File: config.mk
export PLATFORM = sky130hd
export DESIGN_NAME = usb_control_endpoint_responder
export DESIGN_NICKNAME = d
export VERILOG_FILES = /design/src/hdl/usbep_pkg.sv /design/src/hdl/usb_control_endpoint_responder.sv /design/src/hdl/usbep_out_fifo.sv
export SDC_FILE = /design/constraint.sdc
export NUM_CORES = 1
export LEC_CHECK = 0
export ABC_AREA = 1
export BUFFER_PORTS_ARGS = -buffer_cell sky130_fd_sc_hd__buf_2
export CAP_MARGIN = 20
export CORE_ASPECT_RATIO = 1.2
export CORE_MARGIN = 4
export CORE_UTILIZATION = 64
export CTS_CLUSTER_DIAMETER = 100
export CTS_CLUSTER_SIZE = 10
export DETAILED_ROUTE_END_ITERATION = 7
export GPL_ROUTABILITY_DRIVEN = 0
export PLACE_DENSITY = 0.86
export SLEW_MARGIN = 0
export SYNTH_ARGS = -nofsm -noshare
export SYNTH_HDL_FRONTEND = slang
export SYNTH_HIERARCHICAL = 1
export SYNTH_SLANG_ARGS = --single-unit
File: constraint.sdc
create_clock -name i_clk -period 16.02 [get_ports i_clk]
set_input_delay 1.602 -clock i_clk [delete_from_list [all_inputs] [get_ports i_clk]]
set_output_delay 1.602 -clock i_clk [all_outputs]
set_load 0.01 [all_outputs]
File: src/hdl/usbep_pkg.sv
// ----------------------------------------------------------------------------
// usbep_pkg
// Types and constants shared by the endpoint zero responder and its output
// queue: request and response structs, response kinds, request codes.
// ----------------------------------------------------------------------------
package usbep_pkg;

    // One input request: a setup packet or an IN-complete event
    typedef struct packed {
        logic        action;
        logic [7:0]  request_type;
        logic [7:0]  request_code;
        logic [15:0] request_value;
        logic [15:0] request_length;
    } t_req;

    // Response kinds
    typedef enum logic [1:0] {
        KIND_DATA      = 2'd0,
        KIND_ZLP       = 2'd1,
        KIND_SET_ADDR  = 2'd2,
        KIND_EP_ENABLE = 2'd3
    } t_kind;

    // One response item
    typedef struct packed {
        t_kind       kind;
        logic [2:0]  descriptor_id;
        logic [9:0]  byte_offset;
        logic [6:0]  packet_length;
        logic [6:0]  device_address;
        logic        endpoints_on;
        logic        last;
    } t_rsp;

    // Action codes of the input request
    localparam logic ACT_SETUP       = 1'b0;
    localparam logic ACT_IN_COMPLETE = 1'b1;

    // bmRequestType class field
    localparam logic [1:0] CLASS_STANDARD = 2'd0;
    localparam logic [1:0] CLASS_CLASS    = 2'd1;

    // bRequest codes
    localparam logic [7:0] REQ_SET_ADDRESS       = 8'd5;
    localparam logic [7:0] REQ_GET_DESCRIPTOR    = 8'd6;
    localparam logic [7:0] REQ_SET_CONFIGURATION = 8'd9;
    localparam logic [7:0] REQ_SET_IDLE          = 8'd10;

    // Descriptor types (high byte of wValue)
    localparam logic [7:0] DT_DEVICE = 8'h01;
    localparam logic [7:0] DT_CONFIG = 8'h02;
    localparam logic [7:0] DT_STRING = 8'h03;
    localparam logic [7:0] DT_REPORT = 8'h22;

    // String descriptor indexes
    localparam logic [7:0] STR_LANGID  = 8'd0;
    localparam logic [7:0] STR_MAKER   = 8'd1;
    localparam logic [7:0] STR_PRODUCT = 8'd2;
    localparam logic [7:0] STR_SERIAL  = 8'd3;

    // Descriptor ids reported on the response
    localparam logic [2:0] DESC_DEVICE  = 3'd0;
    localparam logic [2:0] DESC_CONFIG  = 3'd1;
    localparam logic [2:0] DESC_LANGID  = 3'd2;
    localparam logic [2:0] DESC_MAKER   = 3'd3;
    localparam logic [2:0] DESC_PRODUCT = 3'd4;
    localparam logic [2:0] DESC_SERIAL  = 3'd5;
    localparam logic [2:0] DESC_REPORT  = 3'd6;

    // Fixed descriptor lengths in bytes
    localparam logic [9:0] LEN_MAKER   = 10'd18;
    localparam logic [9:0] LEN_PRODUCT = 10'd44;
    localparam logic [9:0] LEN_SERIAL  = 10'd22;
    localparam logic [9:0] LEN_REPORT  = 10'd45;

    // Packet size shift limits
    localparam logic [2:0] SHIFT_MIN = 3'd3;
    localparam logic [2:0] SHIFT_MAX = 3'd6;

    // Configuration register indexes (paddr[3:2])
    localparam logic [1:0] CFG_MAX_PACKET_SHIFT    = 2'd0;
    localparam logic [1:0] CFG_DEVICE_DESC_LENGTH  = 2'd1;
    localparam logic [1:0] CFG_CONFIG_TOTAL_LENGTH = 2'd2;
    localparam logic [1:0] CFG_LANGID_LENGTH       = 2'd3;

    // Configuration reset values
    localparam logic [2:0] RST_MAX_PACKET_SHIFT    = 3'd4;
    localparam logic [7:0] RST_DEVICE_DESC_LENGTH  = 8'd18;
    localparam logic [9:0] RST_CONFIG_TOTAL_LENGTH = 10'd41;
    localparam logic [7:0] RST_LANGID_LENGTH       = 8'd4;

endpackage

File: src/hdl/usb_control_endpoint_responder.sv
// Path: input register, then the response queue that drives o_valid; a request
//   waits in the input register while the queue lacks room for two responses.
// Throughput: one request per cycle while the queue has room; SET_ADDRESS and
//   SET_CONFIGURATION give two; the output port, one response per cycle, rules.
// Reset: synchronous, active low; clears transfer state, the response queue
//   and loads the configuration registers with their defaults.
// ----------------------------------------------------------------------------
// usb_control_endpoint_responder
// Endpoint zero control request decoder: descriptor chunking, zero-length
// packet handling and address/configuration actions, with an APB register port.
// ----------------------------------------------------------------------------
module usb_control_endpoint_responder
    import usbep_pkg::*;
#(
    parameter int FIFO_DEPTH = 4
) (
    input  logic        i_clk,
    input  logic        i_rst_n,
    // request channel
    input  logic        i_valid,
    output logic        o_ready,
    input  t_req        i_req,
    // response channel
    output logic        o_valid,
    input  logic        i_ready,
    output t_rsp        o_rsp,
    // register port
    input  logic        psel,
    input  logic        penable,
    input  logic        pwrite,
    input  logic [3:0]  paddr,
    input  logic [31:0] pwdata,
    output logic [31:0] prdata,
    output logic        pready
);

    // configuration registers
    logic [2:0]  r_max_packet_shift;
    logic [7:0]  r_device_desc_length;
    logic [9:0]  r_config_total_length;
    logic [7:0]  r_langid_length;

    // transfer state
    logic [15:0] r_bytes_left, n_bytes_left;
    logic [9:0]  r_send_offset, n_send_offset;
    logic [2:0]  r_sel_desc, n_sel_desc;
    logic        r_zlp_pending, n_zlp_pending;
    logic [7:0]  r_config_value;

    // input register
    logic        r_in_valid;
    t_req        r_in;

    logic        w_fire;
    logic        w_room;
    logic        w_cfg_wr;

    // decode
    logic [1:0]  w_cls;
    logic [7:0]  w_dtype;
    logic [7:0]  w_dindex;
    logic        w_desc_hit;
    logic [2:0]  w_desc_id;
    logic [9:0]  w_desc_full;
    logic        w_is_get, w_is_addr, w_is_cfg, w_is_idle, w_run;
    logic [2:0]  w_shift;
    logic [6:0]  w_pkt;
    logic [6:0]  w_pkt_mask;

    // chunk engine
    logic [15:0] w_pre_bl;
    logic [9:0]  w_pre_off;
    logic [2:0]  w_pre_sel;
    logic        w_pre_zlp;
    logic        w_chunk_valid;
    t_rsp        w_chunk;
    t_rsp        w_action;
    t_rsp        w_res0, w_res1;
    logic [1:0]  w_push_n;

    assign pready   = 1'b1;
    assign w_cfg_wr = psel && penable && pwrite && pready;

    // register writes
    always_ff @(posedge i_clk) begin
        if (!i_rst_n) begin
            r_max_packet_shift    <= RST_MAX_PACKET_SHIFT;
            r_device_desc_length  <= RST_DEVICE_DESC_LENGTH;
            r_config_total_length <= RST_CONFIG_TOTAL_LENGTH;
            r_langid_length       <= RST_LANGID_LENGTH;
        end else if (w_cfg_wr) begin
            unique case (paddr[3:2])
                CFG_MAX_PACKET_SHIFT:    r_max_packet_shift    <= pwdata[2:0];
                CFG_DEVICE_DESC_LENGTH:  r_device_desc_length  <= pwdata[7:0];
                CFG_CONFIG_TOTAL_LENGTH: r_config_total_length <= pwdata[9:0];
                CFG_LANGID_LENGTH:       r_langid_length       <= pwdata[7:0];
                default: ;
            endcase
        end
    end

    // register readback
    always_comb begin
        unique case (paddr[3:2])
            CFG_MAX_PACKET_SHIFT:    prdata = {29'd0, r_max_packet_shift};
            CFG_DEVICE_DESC_LENGTH:  prdata = {24'd0, r_device_desc_length};
            CFG_CONFIG_TOTAL_LENGTH: prdata = {22'd0, r_config_total_length};
            CFG_LANGID_LENGTH:       prdata = {24'd0, r_langid_length};
            default:                 prdata = '0;
        endcase
    end

    // input register: refills while the held request moves on
    assign w_fire  = r_in_valid && w_room;
    assign o_ready = !r_in_valid || w_fire;

    always_ff @(posedge i_clk) begin
        if (!i_rst_n) begin
            r_in_valid <= 1'b0;
        end else if (i_valid && o_ready) begin
            r_in_valid <= 1'b1;
        end else if (w_fire) begin
            r_in_valid <= 1'b0;
        end
    end

    always_ff @(posedge i_clk) begin
        if (i_valid && o_ready) begin
            r_in <= i_req;
        end
    end

    // packet size, clamped to 8..64 bytes
    always_comb begin
        if (r_max_packet_shift < SHIFT_MIN) begin
            w_shift = SHIFT_MIN;
        end else if (r_max_packet_shift > SHIFT_MAX) begin
            w_shift = SHIFT_MAX;
        end else begin
            w_shift = r_max_packet_shift;
        end
    end
    assign w_pkt      = 7'd1 << w_shift;
    assign w_pkt_mask = w_pkt - 7'd1;

    // descriptor lookup
    assign w_dtype  = r_in.request_value[15:8];
    assign w_dindex = r_in.request_value[7:0];

    always_comb begin
        w_desc_hit  = 1'b1;
        w_desc_id   = DESC_DEVICE;
        w_desc_full = {2'd0, r_device_desc_length};
        unique case (w_dtype)
            DT_DEVICE: begin
                w_desc_id   = DESC_DEVICE;
                w_desc_full = {2'd0, r_device_desc_length};
            end
            DT_CONFIG: begin
                w_desc_id   = DESC_CONFIG;
                w_desc_full = r_config_total_length;
            end
            DT_REPORT: begin
                w_desc_id   = DESC_REPORT;
                w_desc_full = LEN_REPORT;
            end
            DT_STRING: begin
                unique case (w_dindex)
                    STR_LANGID: begin
                        w_desc_id   = DESC_LANGID;
                        w_desc_full = {2'd0, r_langid_length};
                    end
                    STR_MAKER: begin
                        w_desc_id   = DESC_MAKER;
                        w_desc_full = LEN_MAKER;
                    end
                    STR_PRODUCT: begin
                        w_desc_id   = DESC_PRODUCT;
                        w_desc_full = LEN_PRODUCT;
                    end
                    STR_SERIAL: begin
                        w_desc_id   = DESC_SERIAL;
                        w_desc_full = LEN_SERIAL;
                    end
                    default: w_desc_hit = 1'b0;
                endcase
            end
            default: w_desc_hit = 1'b0;
        endcase
    end

    // request decode
    assign w_cls     = r_in.request_type[6:5];
    assign w_is_get  = (r_in.action == ACT_SETUP) && r_in.request_type[7]
                       && (w_cls == CLASS_STANDARD)
                       && (r_in.request_code == REQ_GET_DESCRIPTOR) && w_desc_hit;
    assign w_is_addr = (r_in.action == ACT_SETUP) && !r_in.request_type[7]
                       && (w_cls == CLASS_STANDARD)
                       && (r_in.request_code == REQ_SET_ADDRESS);
    assign w_is_cfg  = (r_in.action == ACT_SETUP) && !r_in.request_type[7]
                       && (w_cls == CLASS_STANDARD)
                       && (r_in.request_code == REQ_SET_CONFIGURATION);
    assign w_is_idle = (r_in.action == ACT_SETUP) && !r_in.request_type[7]
                       && (w_cls == CLASS_CLASS)
                       && (r_in.request_code == REQ_SET_IDLE);
    assign w_run     = (r_in.action == ACT_IN_COMPLETE) || w_is_get || w_is_addr
                       || w_is_cfg || w_is_idle;

    // transfer state as set up by the request, before the chunk is taken
    always_comb begin
        w_pre_bl  = r_bytes_left;
        w_pre_off = r_send_offset;
        w_pre_sel = r_sel_desc;
        w_pre_zlp = r_zlp_pending;
        if (w_is_get) begin
            w_pre_sel = w_desc_id;
            w_pre_off = '0;
            if (r_in.request_length > {6'd0, w_desc_full}) begin
                w_pre_bl  = {6'd0, w_desc_full};
                w_pre_zlp = ((w_desc_full & {3'd0, w_pkt_mask}) == 10'd0);
            end else begin
                w_pre_bl  = r_in.request_length;
                w_pre_zlp = 1'b0;
            end
        end else if (w_is_addr || w_is_cfg || w_is_idle) begin
            w_pre_bl  = '0;
            w_pre_zlp = 1'b1;
        end
    end

    // next chunk: full packet, short packet, zero-length packet or nothing
    always_comb begin
        n_bytes_left  = w_pre_bl;
        n_send_offset = w_pre_off;
        n_sel_desc    = w_pre_sel;
        n_zlp_pending = w_pre_zlp;
        w_chunk       = '0;
        w_chunk_valid = 1'b0;
        if (w_pre_bl > {9'd0, w_pkt}) begin
            w_chunk_valid         = 1'b1;
            w_chunk.kind          = KIND_DATA;
            w_chunk.descriptor_id = w_pre_sel;
            w_chunk.byte_offset   = w_pre_off;
            w_chunk.packet_length = w_pkt;
            n_bytes_left          = w_pre_bl - {9'd0, w_pkt};
            n_send_offset         = w_pre_off + {3'd0, w_pkt};
        end else if (w_pre_bl != 16'd0) begin
            w_chunk_valid         = 1'b1;
            w_chunk.kind          = KIND_DATA;
            w_chunk.descriptor_id = w_pre_sel;
            w_chunk.byte_offset   = w_pre_off;
            w_chunk.packet_length = w_pre_bl[6:0];
            n_bytes_left          = '0;
            n_send_offset         = w_pre_off + {3'd0, w_pre_bl[6:0]};
        end else if (w_pre_zlp) begin
            w_chunk_valid = 1'b1;
            w_chunk.kind  = KIND_ZLP;
            n_zlp_pending = 1'b0;
        end
    end

    // action response for set address / set configuration
    always_comb begin
        w_action = '0;
        if (w_is_addr) begin
            w_action.kind           = KIND_SET_ADDR;
            w_action.device_address = r_in.request_value[6:0];
        end else begin
            w_action.kind         = KIND_EP_ENABLE;
            w_action.endpoints_on = (r_in.request_value[7:0] != 8'd0);
        end
    end

    // response assembly, last flag on the final one
    always_comb begin
        w_res0   = w_chunk;
        w_res1   = w_chunk;
        w_push_n = 2'd0;
        if (w_is_addr || w_is_cfg) begin
            w_res0      = w_action;
            w_res1.last = 1'b1;
            w_push_n    = 2'd2;
        end else if (w_run && w_chunk_valid) begin
            w_res0.last = 1'b1;
            w_push_n    = 2'd1;
        end
        if (!w_fire) begin
            w_push_n = 2'd0;
        end
    end

    // transfer state update
    always_ff @(posedge i_clk) begin
        if (!i_rst_n) begin
            r_bytes_left   <= '0;
            r_send_offset  <= '0;
            r_sel_desc     <= DESC_DEVICE;
            r_zlp_pending  <= 1'b0;
            r_config_value <= '0;
        end else if (w_fire && w_run) begin
            r_bytes_left  <= n_bytes_left;
            r_send_offset <= n_send_offset;
            r_sel_desc    <= n_sel_desc;
            r_zlp_pending <= n_zlp_pending;
            if (w_is_cfg) begin
                r_config_value <= r_in.request_value[7:0];
            end
        end
    end

    usbep_out_fifo #(
        .DEPTH (FIFO_DEPTH)
    ) u_out_fifo (
        .i_clk    (i_clk),
        .i_rst_n  (i_rst_n),
        .i_push_n (w_push_n),
        .i_push0  (w_res0),
        .i_push1  (w_res1),
        .o_room   (w_room),
        .o_valid  (o_valid),
        .i_ready  (i_ready),
        .o_rsp    (o_rsp)
    );

    a_status_second: assert property (@(posedge i_clk) disable iff (!i_rst_n)
        (w_fire && (w_is_addr || w_is_cfg)) |->
            (w_res1.kind == KIND_ZLP) && w_res1.last && !w_res0.last)
        else $error("action not followed by zero-length status packet");

    a_data_len: assert property (@(posedge i_clk) disable iff (!i_rst_n)
        (w_push_n != 2'd0 && w_res0.kind == KIND_DATA) |->
            (w_res0.packet_length != 7'd0) && (w_res0.packet_length <= w_pkt))
        else $error("data packet length out of range");

    a_status_done: assert property (@(posedge i_clk) disable iff (!i_rst_n)
        (w_fire && (w_is_addr || w_is_cfg || w_is_idle)) |=>
            (r_bytes_left == 16'd0) && !r_zlp_pending)
        else $error("transfer state not cleared after status request");

    a_cfg_enable: assert property (@(posedge i_clk) disable iff (!i_rst_n)
        (w_fire && w_is_cfg) |=>
            ((r_config_value != 8'd0) == $past(w_action.endpoints_on)))
        else $error("endpoint enable disagrees with stored configuration");

endmodule

File: src/hdl/usbep_out_fifo.sv
// ----------------------------------------------------------------------------
// usbep_out_fifo
// Small response queue. Takes zero, one or two responses per cycle and
// presents them one at a time on a valid/ready output.
// ----------------------------------------------------------------------------
module usbep_out_fifo
    import usbep_pkg::*;
#(
    parameter int DEPTH = 4
) (
    input  logic       i_clk,
    input  logic       i_rst_n,
    input  logic [1:0] i_push_n,
    input  t_rsp       i_push0,
    input  t_rsp       i_push1,
    output logic       o_room,
    output logic       o_valid,
    input  logic       i_ready,
    output t_rsp       o_rsp
);

    localparam int PW = $clog2(DEPTH);
    localparam int CW = $clog2(DEPTH + 1);

    t_rsp          r_mem [DEPTH];
    logic [PW-1:0] r_head, n_head;
    logic [PW-1:0] r_tail, n_tail;
    logic [CW-1:0] r_count, n_count;
    logic [PW-1:0] w_tail_p1;
    logic          w_pop;

    function automatic logic [PW-1:0] f_inc(input logic [PW-1:0] p);
        f_inc = (p == PW'(DEPTH - 1)) ? '0 : p + 1'b1;
    endfunction

    assign w_tail_p1 = f_inc(r_tail);
    assign w_pop     = o_valid && i_ready;
    assign o_valid   = (r_count != '0);
    assign o_rsp     = r_mem[r_head];
    // room for a full two-response burst
    assign o_room    = (r_count <= CW'(DEPTH - 2));

    // pointer and count update
    always_comb begin
        n_head  = w_pop ? f_inc(r_head) : r_head;
        case (i_push_n)
            2'd1:    n_tail = w_tail_p1;
            2'd2:    n_tail = f_inc(w_tail_p1);
            default: n_tail = r_tail;
        endcase
        n_count = CW'(r_count + CW'(i_push_n) - CW'(w_pop));
    end

    always_ff @(posedge i_clk) begin
        if (!i_rst_n) begin
            r_head  <= '0;
            r_tail  <= '0;
            r_count <= '0;
        end else begin
            r_head  <= n_head;
            r_tail  <= n_tail;
            r_count <= n_count;
        end
    end

    // storage, no reset
    always_ff @(posedge i_clk) begin
        if (i_push_n != 2'd0) begin
            r_mem[r_tail] <= i_push0;
        end
        if (i_push_n == 2'd2) begin
            r_mem[w_tail_p1] <= i_push1;
        end
    end

    a_count_bound: assert property (@(posedge i_clk) disable iff (!i_rst_n)
        r_count <= CW'(DEPTH))
        else $error("response queue count out of range");

    a_no_overflow: assert property (@(posedge i_clk) disable iff (!i_rst_n)
        (i_push_n == 2'd2) |-> (r_count <= CW'(DEPTH - 2)))
        else $error("two-response push without room");

    a_push_code: assert property (@(posedge i_clk) disable iff (!i_rst_n)
        i_push_n != 2'd3)
        else $error("illegal push count");

    a_empty_push: assert property (@(posedge i_clk) disable iff (!i_rst_n)
        (r_count == '0 && i_push_n != 2'd0) |=> o_valid)
        else $error("pushed response not presented");

endmodule

After elaboration in Yosys (flattened, before gate mapping). Memory sizes are Yosys's and may differ from the RTL's. A register that Yosys moved wholly into a read port is not among the register bits. Index checks and enable logic that the tools add are counted.

Register bits after elaboration: 116. Memory bits (writable): 124. Bits of input ports: 92. Output and inout bits: 66. Logic and storage cells: 149. Memories: 1.

Memory list: u_out_fifo.r_mem (depth 4, width 31, rd ports 1, clocked after Yosys merged registers in 1, wr ports 2, RTL line usbep_out_fifo.sv:25) `t_rsp r_mem [DEPTH];`.

$add $sub $neg: 9. Order comparisons: 5. Equality and inequality tests: 20. Shift operators: 1. Mux-type cells: 52. Bitwise gates (word level): 2. Reduce and logical (&&, ||, !) cells: 42.

Operators with widths (number): one-hot mux 32 bit (4 select lines) (1); 2-to-1 mux 16 bit (5); == test 8 x 2 -> 1 bit (second input constant) (4); one-hot mux 8 bit (4 select lines) (1); 2-to-1 mux 10 bit (3); 2-to-1 mux 30 bit (1); one-hot mux 10 bit (3 select lines) (1); 2-to-1 mux 1 bit (23); 2-to-1 mux 21 bit (1); adder 10 x 7 -> 10 bit (2); 2-to-1 mux 20 bit (1); logical AND 1 bit (17); == test 8 x 1 -> 1 bit (second input constant) (2); == test 8 x 3 -> 1 bit (second input constant) (2); == test 8 x 4 -> 1 bit (second input constant) (2); greater-than comparator 16 x 10 -> 1 bit (1); greater-than comparator 16 x 7 -> 1 bit (1); nonzero test 16 bit (1); subtractor 16 x 7 -> 16 bit (1); 2-to-1 mux 2 bit (7); == test 2 bit (second input constant) (6); one-hot mux 3 bit (4 select lines) (1); bitwise AND 10 x 7 -> 10 bit (1); zero test 10 bit (1); other kinds (26) (45).

Logic depth before layout (Yosys ltp). Gate-level depths: netlist of run 1.

Word-level depth: 19. Depth in mapped cells: 45. Depth with buffers taken out: 42.

Cells and area by module. Netlist of run 1, hierarchy kept.

Modules (own cells, without submodules): usb_control_endpoint_responder (instances 1, cells an instance 1017, area an instance 7084.3 um^2, sequential area each 2522.4 um^2); usbep_out_fifo (instances 1, cells an instance 684, area an instance 6880.3 um^2, sequential area each 3903.7 um^2).

Worst setup path after synthesis of run 1. No wires, ideal clock.

Path type: flip-flop to flip-flop. Start: register r_in[28] in the netlist's numbering. End: memory u_out_fifo/r_mem[0][0] in the netlist's numbering, enable pin. Setup time: 462 ps. Data arrival time: 6809 ps. Data required time: 15558 ps. Setup slack: 8749 ps. Stages on the path, launching flop included: 37. Buffers on the path: 2. Clock period less this slack: 7271 ps. Path through: edfxtp_1 > nor3_2 > nand2_1 > nor2_4 > buf_2 > inv_1 > o21ai_0 > nor2_1 > nand2_1 > inv_1 > ha_1 > nand2_1 > inv_1 > nand2_1 > nand2_1 > nand3_1 > a21boi_1 > buf_2 > nand3_1 > a21oi_2 > inv_1 > ha_1 > nand2_1 > o21ai_0 > nand3_1 > inv_1 > nand4_1 > nand2_2 > nand2_2 > nand2_4 > nor2_4 > inv_2 > o21bai_1 > nor2_1 > inv_1 > ha_1 > o21ai_0.

RTL lines: start, declared (RTL line usb_control_endpoint_responder.sv:52) `t_req r_in;`; start signal, assigned (RTL line usb_control_endpoint_responder.sv:129) `r_in <= i_req;`; end, declared (RTL line usbep_out_fifo.sv:25).

==> impl_metrics.ini, run 1 <==
[run_status]
outcome = completed

[synthesis]
syn-cell-area_mm2 = 0.0140
synth_top_cell_area_share = 0.361
synth_seq_cells = 237
synth-async-reset-ratio = 0
syn_inst = 1701
synth-seq-area-share = 0.460
synth_cell_type_count = 51
synth_edf_count = 168
synth_warnings = 6
synth_ff_type = edfxtp_1
synthTopCellsByArea = edfxtp_1, dfxtp_1, nand2_1
yosysTopAreaCell = edfxtp_1
avgSynthCellArea_um2 = 8.21

[timing]
tightest_slew_ps = 1050
holdWs_ps = 465
rsz0062_at_grt = no
hold_viol_final = 0
skew_ps = 21.0
final_max_slew_viol_count = 0
tns_ps = 0
max_freq_mhz = 121
setup_violations = 0
fin_crit_sh = 0.514
period_needed_ps = 8240
slew_headroom = 0.294

[grt]
grt-ovfl-total = 0
grt_max_degree = 64
grt_pass1_vias = 11145
grt.total_usage = 0.266
grt_antenna_before_repair = 0
grt_pass1_wl_um = 52700

[die]
die-area_mm2 = 0.0243
ios = 158
die_y_um = 170
core_mm2 = 0.0212
die_w_um = 143
rows = 58
initial_core_util = 0.659

[finish]
final_util = 0.714
layout_commonest_cell = nand2_1
fillers = 1585
n_antenna_cell = 0
drive_gt1_frac = 0.126
layout.cells.non_filler = 2080
area.growth.synth_to_final_pct = 8.29
final_cell_mix = nand2_1, nor2_1, inv_1
nets = 1932

[drt]
drt_pass1_iterations = 6
first_iter_violations = 919
wire_per_inst_um = 15.7
vias_per_cell = 5.61
final_antenna_net_count = 0
wirelength_um = 32700
route.detailed.drc = 0
vias = 11673

[clock_tree]
postCtsHoldBufs = 0
cts_max_level = 1
cts_setup_buffers = 0
cts_buffers = 27
ctsRootBufferMaster = clkbuf_16
clock_latency_ps = 540
clk_pin_slew_ps = 60
cts_tree = yes
cts.sinks = 237
cts_buffer_depth = 3
cts_resized = 0

[power_and_ir_drop]
pwr-share-seq = 0.388
totalPowerFinal_w = 0.00189
power_frac_clock = 0.285
swShare = 0.352
ir_drop_mv = 0.100
power_density_mw_per_mm2 = 125
pwr-share-comb = 0.327
power_switching_w = 0.000665
internal-power_w = 0.00123
leakage_nw = 6.35

[setup_path]
crit_path_end_kind = register
crit_required_ps = 16180
arrival_ps = 8400
ff2ff_setup_slack_ps = 7780
crit_path_start_kind = register
slowest_stage = ha_1
worstRegToRegCells = 36
reg2reg_to = u_out_fifo/r_mem[2][15]$_DFFE_PP_
r2r-start = r_in[28]$_DFFE_PP_
cpMostUsedCell = nand2_1
cp_max_fo = 63
crit_type = reg -> reg
max_stage_delay_ps = 720

[place]
numPortBuffers = 105
dp.cells = 2032
dp.final_hpwl_um = 22300

[hold_path]
worstHoldEndpoint = r_bytes_left[9]$_SDFFE_PN0P_
min_path_type = reg -> reg
hold_start = r_bytes_left[9]$_SDFFE_PN0P_
hold_depth = 2

[run]
max_cap_violations = 0
## per-layer routing
layer,up-vias,track usage,part of all wire
met5,-,0,0
met4,0,0.120,0.045
met3,99,0.0371,0.062
met2,447,0.484,0.51
met1,5333,0.310,0.38
li1,5794,-,-
## final cells by class
cell class / count / area, um2 / share of cell area
flip-flops and latches: 237 / 6430 / 0.425
well taps: 270 / 338 / 0.0223
multi-input cells: 1210 / 6250 / 0.413
inverters: 203 / 767 / 0.0507
clock buffers: 46 / 747 / 0.0494
clock inverters: 2 / 13.8 / 0.000910
repair buffers: 112 / 578 / 0.0382
## worst max-delay path: cells and delay by family, from the launching register on
| kind | cells | cell delay [ps] |
|---|---|---|
| AO/OA/AOI/OAI | 7 | 1750 |
| adder cells (fa/ha/maj) | 3 | 1380 |
| buffers and inverters | 7 | 1030 |
| flip-flops | 1 | 370 |
| AND/OR/NAND/NOR | 19 | 3300 |
## sequential cells by signal, indices dropped and copies added, names as in the netlist, 8 cells and up, named ones only
| register | flops |
|---|---|
| r_send_offset | 10 |
| r_langid_length | 8 |
| r_in | 44 |
| r_device_desc_length | 8 |
| u_out_fifo/r_mem | 124 |
| r_bytes_left | 16 |
| r_config_total_length | 10 |
## power by group through the flow
stage	registers, W	logic, W	clock network, W
floorplan	0.000743	0.000476	0
global placement	0.000744	0.000593	0
detailed placement	0.000746	0.000612	0
CTS	0.000734	0.000616	0.000544
global route	0.000738	0.000694	0.000580
finish	0.000734	0.000618	0.000539
## synth_stat cells, drive strengths merged (5+ instances only)
cell      n
a21oi    81
buf      74
clkbuf   17
clkinv    5
dfxtp    69
edfxtp  168
ha       45
inv     198
nand2   363
nand3    79
nand4     8
nor2    236
nor3     10
o21ai   251
o21bai    7
o22ai    33
xor2     13
## per-stage QoR
step                      area, um2  worst slack (ps)
after floorplan               14100              8750
after global placement        14400              8140
after detailed placement      14400              7920
after CTS                     15100              7880
after global routing          15100              7140
final                         15100              7780
## cell families (layout without fill, tap and decap cells)
| kind of cell | count (synthesis) | count (layout) | synth area share |
|---|---|---|---|
| adder cells (fa/ha/maj) | 49 | 49 | 0.0461 |
| buffers and inverters | 294 | 363 | 0.105 |
| other | 2 | 42 | 0.000538 |
| flip-flops | 237 | 237 | 0.460 |
| AO/OA/AOI/OAI | 391 | 391 | 0.160 |
| AND/OR/NAND/NOR | 711 | 711 | 0.217 |
| XOR/XNOR | 17 | 17 | 0.0107 |
## worst max path at each step
stage / from / to / cells past startpoint
2_1_floorplan: r_in[28]$_DFFE_PP_ / u_out_fifo/r_mem[0][0]$_DFFE_PP_ / 36
6_report: r_in[28]$_DFFE_PP_ / u_out_fifo/r_mem[2][15]$_DFFE_PP_ / 36
3_5_place_dp: r_in[28]$_DFFE_PP_ / u_out_fifo/r_mem[2][5]$_DFFE_PP_ / 36
3_3_place_gp: r_in[28]$_DFFE_PP_ / u_out_fifo/r_mem[2][5]$_DFFE_PP_ / 36
5_1_grt: r_in[27]$_DFFE_PP_ / u_out_fifo/r_mem[2][15]$_DFFE_PP_ / 38
4_1_cts: r_in[28]$_DFFE_PP_ / u_out_fifo/r_mem[2][19]$_DFFE_PP_ / 36
(Power assumes the default switching activity.)
==> run 2, diff against run 1 <==
Settings changed: ABC_AREA 1 to 0, CORE_UTILIZATION 64 to 54, PLACE_DENSITY 0.86 to 0.78.
Clock period 16.02 ns to 6.7 ns, I/O delays scaled along.
==> run 2 against run 1 <==
Effect of this change: synthesized cell count shrank 34%; register-to-register slack lost 7500 ps; die area increased by 14%; core utilization is 7.1 points lower; worst hold slack got worse by 150 ps; critical path type unchanged; synthesized area fell by 3.6%; sequential cell count stayed put; critical endpoint is now u_out_fifo/r_count[2]$_SDFF_PN0_.
==> impl_metrics.ini, run 2 <==
[finish]
area.growth.synth_to_final_pct = 17.7
drive_gt1_frac = 0.317
nets = 1477
final_cell_mix = edfxtp_1, mux2_2, buf_2
design_area_mm2 = 0.0159
largest_register_ffs = 124
top_register = u_out_fifo/r_mem
layout_commonest_cell = edfxtp_1
n_antenna_cell = 0
reg_top3 = u_out_fifo/r_mem x124, r_in x44, r_bytes_left x16

[die]
core_mm2 = 0.0247
initial_core_util = 0.546
ios = 158
die-area_mm2 = 0.0275
die_y_um = 181
rows = 63
die_w_um = 152

[clock_tree]
clock_latency_ps = 530
cts.sinks = 237
cts_buffer_depth = 3
clk_pin_slew_ps = 60
ctsRootBufferMaster = clkbuf_16
cts_tree = yes
postCtsHoldBufs = 0
cts_buffers = 27
cts_max_level = 1

[grt]
grt_antenna_before_repair = 0
grt_pass1_wl_um = 49800
grt-ovfl-total = 0
grt_max_degree = 45
grt_pass1_vias = 9742
grt.total_usage = 0.220

[synthesis]
synth-async-reset-ratio = 0
synth_top_cell_area_share = 0.375
synth.most_common_cell = edfxtp_1
synthTopCellsByArea = edfxtp_1, dfxtp_1, mux2_2
synth_edf_count = 168
synth-seq-area-share = 0.477
avgSynthCellArea_um2 = 11.9
yosysTopAreaCell = edfxtp_1
synth_seq_cells = 237
syn-cell-area_mm2 = 0.0135
synth_ff_type = edfxtp_1
syn_inst = 1128
synth_warnings = 6
synth_cell_type_count = 87
synthTopCellsByCount = edfxtp_1, mux2_2, nand2_1

[setup_path]
crit_required_ps = 7110
ff2ff_setup_slack_ps = 300
worstRegToRegCells = 30
r2r-start = r_in[18]$_DFFE_PP_
cp_num_buf_inv = 4
slowest_stage = or4_4
crit_path_end_kind = register
crit_path_start_kind = register
cp_top_family = simple AND/OR/NAND/NOR gates
arrival_ps = 6800
cp_max_fo = 4
reg2reg_to = u_out_fifo/r_count[2]$_SDFF_PN0_
crit_type = reg -> reg
max_stage_delay_ps = 570

[drt]
wire_per_inst_um = 18.5
route.detailed.drc = 0
final_antenna_net_count = 0
drt_pass1_iterations = 5
vias_per_cell = 5.62
vias = 9440
wirelength_um = 31000
first_iter_violations = 583

[hold_path]
hold_depth = 1
worstHoldEndpoint = r_in[10]$_DFFE_PP_
min_path_type = in -> reg
hold_start = i_req[10]

[timing]
setup_violations = 0
skew_ps = 20.8
hold_viol_final = 0
max_freq_mhz = 156
slew_headroom = 0.315
period_needed_ps = 6400
final_max_slew_viol_count = 0
fin_crit_sh = 0.954
tightest_slew_ps = 1030
holdWs_ps = 317
rsz0062_at_grt = no

[power_and_ir_drop]
leakage_nw = 6.61
totalPowerFinal_w = 0.00514
ir_drop_mv = 0.245
power_density_mw_per_mm2 = 324

[run_status]
outcome = completed

[place]
placed_area_mm2 = 0.0150
dp.final_hpwl_um = 22100
numPortBuffers = 105

[run]
max_cap_violations = 0
## run 2: final cells by class
cell class                 count  area [um2]
fill                        1888        8820
tap                          325         407
inverter                      45         169
timing repair buffer         194        1370
clock buffer                  47         751
sequential                   237        6430
clock inverter                 1        5.00
multi-input combinational    831        6720
## run 2: power by group
part	internal [W]	total [W]	switching [W]
clock network	0.000749	0.00130	0.000550
logic	0.000869	0.00202	0.00116
registers	0.00174	0.00182	0.0000773
## run 2: metrics by stage
step	std cells	TNS, ps	setup slack (ps)	util
2_1_floorplan	1195	0	79.2	-
3_3_place_gp	1626	-1680	-37.1	0.607
3_5_place_dp	1626	-12930	-121	0.607
4_1_cts	1675	0	18.3	0.639
5_1_grt	1680	0	7.74	0.642
6_report	1680	0	305	0.642
## run 2: how the worst max path moves through the flow
stage | start | end | slack (ps) | cells after the start
2_1_floorplan | r_in[29]$_DFFE_PP_ | u_out_fifo/r_mem[0][0]$_DFFE_PP_ | 80 | 28
3_3_place_gp | r_in[29]$_DFFE_PP_ | u_out_fifo/r_mem[2][17]$_DFFE_PP_ | -40 | 28
3_5_place_dp | r_in[29]$_DFFE_PP_ | u_out_fifo/r_mem[1][19]$_DFFE_PP_ | -120 | 28
4_1_cts | r_in[19]$_DFFE_PP_ | u_out_fifo/r_count[2]$_SDFF_PN0_ | 20 | 30
5_1_grt | r_in[18]$_DFFE_PP_ | u_out_fifo/r_mem[0][2]$_DFFE_PP_ | 8 | 29
6_report | r_in[18]$_DFFE_PP_ | u_out_fifo/r_count[2]$_SDFF_PN0_ | 300 | 30
## run 2: cell families (layout without fill, tap and decap cells)
family / Yosys count / count (layout) / share of synthesized area
mux: 189 / 189 / 0.188
xor+xnor: 20 / 20 / 0.0130
flops: 237 / 237 / 0.477
fa+ha+maj: 49 / 49 / 0.0478
simple gates: 318 / 318 / 0.125
compound gates: 186 / 186 / 0.0962
other cells: 2 / 69 / 0.000558
buf+inv: 127 / 287 / 0.0522
## run 2: per-layer routing
| layer | vias to the layer above | part of all wire | GRT usage |
|---|---|---|---|
| li1 | 4516 | - | - |
| met1 | 4606 | 0.40 | 0.262 |
| met2 | 254 | 0.53 | 0.412 |
| met3 | 64 | 0.045 | 0.0271 |
| met4 | 0 | 0.028 | 0.0716 |
| met5 | - | 0 | 0 |
## run 2: repair_timing
item,4_1_cts,5_1_grt
hold endpoints to repair,0,0
pin swaps,2,6
gates resized for setup,6,12
buffers inserted,1,5
endpoints found under the setup margin,250,252
==> run 3, diff against run 2 <==
Settings changed: ABC_AREA 0 to 1, PLACE_DENSITY 0.78 to 0.77, SETUP_SLACK_MARGIN from default to 0.5.
==> run 3 against run 2 <==
Effect of this change: core utilization is 1.2 points lower; critical endpoint is now u_out_fifo/r_mem[2][18]$_DFFE_PP_; highest routed layer unchanged; sequential share of layout area is 0.52 points lower; combinational power is 20% lower; clock skew is 5.8 ps higher; maximum frequency is 7.5% higher; largest cell class unchanged; clock power hardly changed; global-route usage is 1.6 points higher.
==> impl_metrics.ini, run 3 (synthesis gave the netlist of run 1 again) <==
[finish]
multi_input_area_mm2 = 0.00644
drive_gt1_frac = 0.166
top_register = u_out_fifo/r_mem
nets = 1985
fillers = 2110
largest_register_ffs = 124
final_cell_mix = nand2_1, nor2_1, inv_1
layout_commonest_cell = nand2_1
regArea_mm2 = 0.00643
n_antenna_cell = 0
reg_top3 = u_out_fifo/r_mem x124, r_in x44, r_bytes_left x16
area.growth.synth_to_final_pct = 14.9

[drt]
final_antenna_net_count = 0
wirelength_um = 35800
drt_pass1_iterations = 6
first_iter_violations = 883
met3_length_um = 2510
wire_per_inst_um = 16.3
dr.max_layer_used = met4
wl_met1_um = 13700
vias_per_cell = 5.46
met2WireLength_um = 18100
vias = 11977
route.detailed.drc = 0

[clock_tree]
clk_pin_slew_ps = 60
ctsRootBufferMaster = clkbuf_16
cts.sinks = 237
cts_tree = yes
cts_max_level = 1
cts_buffer_depth = 3
clock_latency_ps = 550
cts_buffers = 27

[die]
ios = 158
initial_core_util = 0.548
die-area_mm2 = 0.0285
core_mm2 = 0.0255
rows = 64
die_y_um = 184
die_w_um = 155

[grt]
grt_pass1_vias = 11206
grt.total_usage = 0.236
grt_antenna_before_repair = 0
grt_pass1_wl_um = 55200
grt_max_degree = 63
grt-ovfl-total = 0

[setup_path]
crit_type = reg -> reg
crit_path_end_kind = register
slowest_stage = edfxtp_1
arrival_ps = 6190
crit_path_start_kind = register
cp_max_fo = 13
cpMostUsedCell = inv_1
max_stage_delay_ps = 410
crit_required_ps = 6940

[timing]
slew_headroom = 0.389
skew_ps = 26.6
tightest_slew_ps = 916
max_freq_mhz = 168
setup_violations = 0
hold_viol_final = 0
period_needed_ps = 5950
fin_crit_sh = 0.888
final_max_slew_viol_count = 0
rsz0062_at_grt = no
holdWs_ps = 296
tns_ps = 0

[run_status]
outcome = completed

[power_and_ir_drop]
leakage_nw = 6.73
power_density_mw_per_mm2 = 294
ir_drop_mv = 0.198

[place]
dp.final_hpwl_um = 23900
numPortBuffers = 105

[run]
max_cap_violations = 0

[hold_path]
min_path_type = in -> reg
-- run 3: what timing repair did --
action,in CTS,in global routing
endpoints found under the hold margin,0,0
resized for setup,12,37
hold buffers,0,0
setup buffers,3,16
gates cloned,1,10
pin swaps,3,14
setup endpoints to repair,214,256
-- run 3: final timing paths --
kind	from	cells after the start	slack (ps)	to
min	i_req[5]	1	300	r_in[5]$_DFFE_PP_
max	r_in[28]$_DFFE_PP_	38	750	u_out_fifo/r_mem[2][18]$_DFFE_PP_
min reg2reg	r_bytes_left[9]$_SDFFE_PN0P_	2	470	r_bytes_left[9]$_SDFFE_PN0P_
max reg2reg	r_in[28]$_DFFE_PP_	38	750	u_out_fifo/r_mem[2][18]$_DFFE_PP_
-- run 3: through the flow --
stage	utilization	worst slack (ps)	cells	instance area, um2	total power, W
after floorplan	-	256	1741	14100	0.00291
after global placement	0.578	428	2115	14700	0.00326
after detailed placement	0.578	333	2115	14700	0.00330
after CTS	0.613	505	2167	15600	0.00462
after global routing	0.630	437	2193	16100	0.00499
final	0.630	749	2193	16100	0.00471
-- run 3: power breakdown --
| group | leakage (nW) | switching, W | internal (W) |
|---|---|---|---|
| sequential | 2.08 | 0.0000747 | 0.00171 |
| clock | 0.369 | 0.000560 | 0.000754 |
| combinational | 4.29 | 0.00105 | 0.000572 |
| total | 6.73 | 0.00168 | 0.00303 |
-- run 3: cell type report --
cell class,count,share of cell area
clock buffers,46,0.0465
well taps,330,0.0257
multi-input cells,1212,0.401
repair buffers,163,0.0765
inverters,203,0.0480
clock inverters,2,0.00156
flip-flops and latches,237,0.400
-- run 3: critical path: cells and delay by family (launching register included) --
kind / cells / cell delay [ps]
AOI/OAI and AO/OA: 9 / 1560
adders and majority gates: 3 / 770
buffers and inverters: 10 / 1180
DFF: 1 / 410
and+or+nand+nor: 16 / 1750
-- run 3: routing by layer --
metal / track usage / vias to the layer above
met1: 0.278 / 5473
met5: 0 / -
met4: 0.0958 / 0
li1: - / 5894
met2: 0.436 / 511
met3: 0.0277 / 99
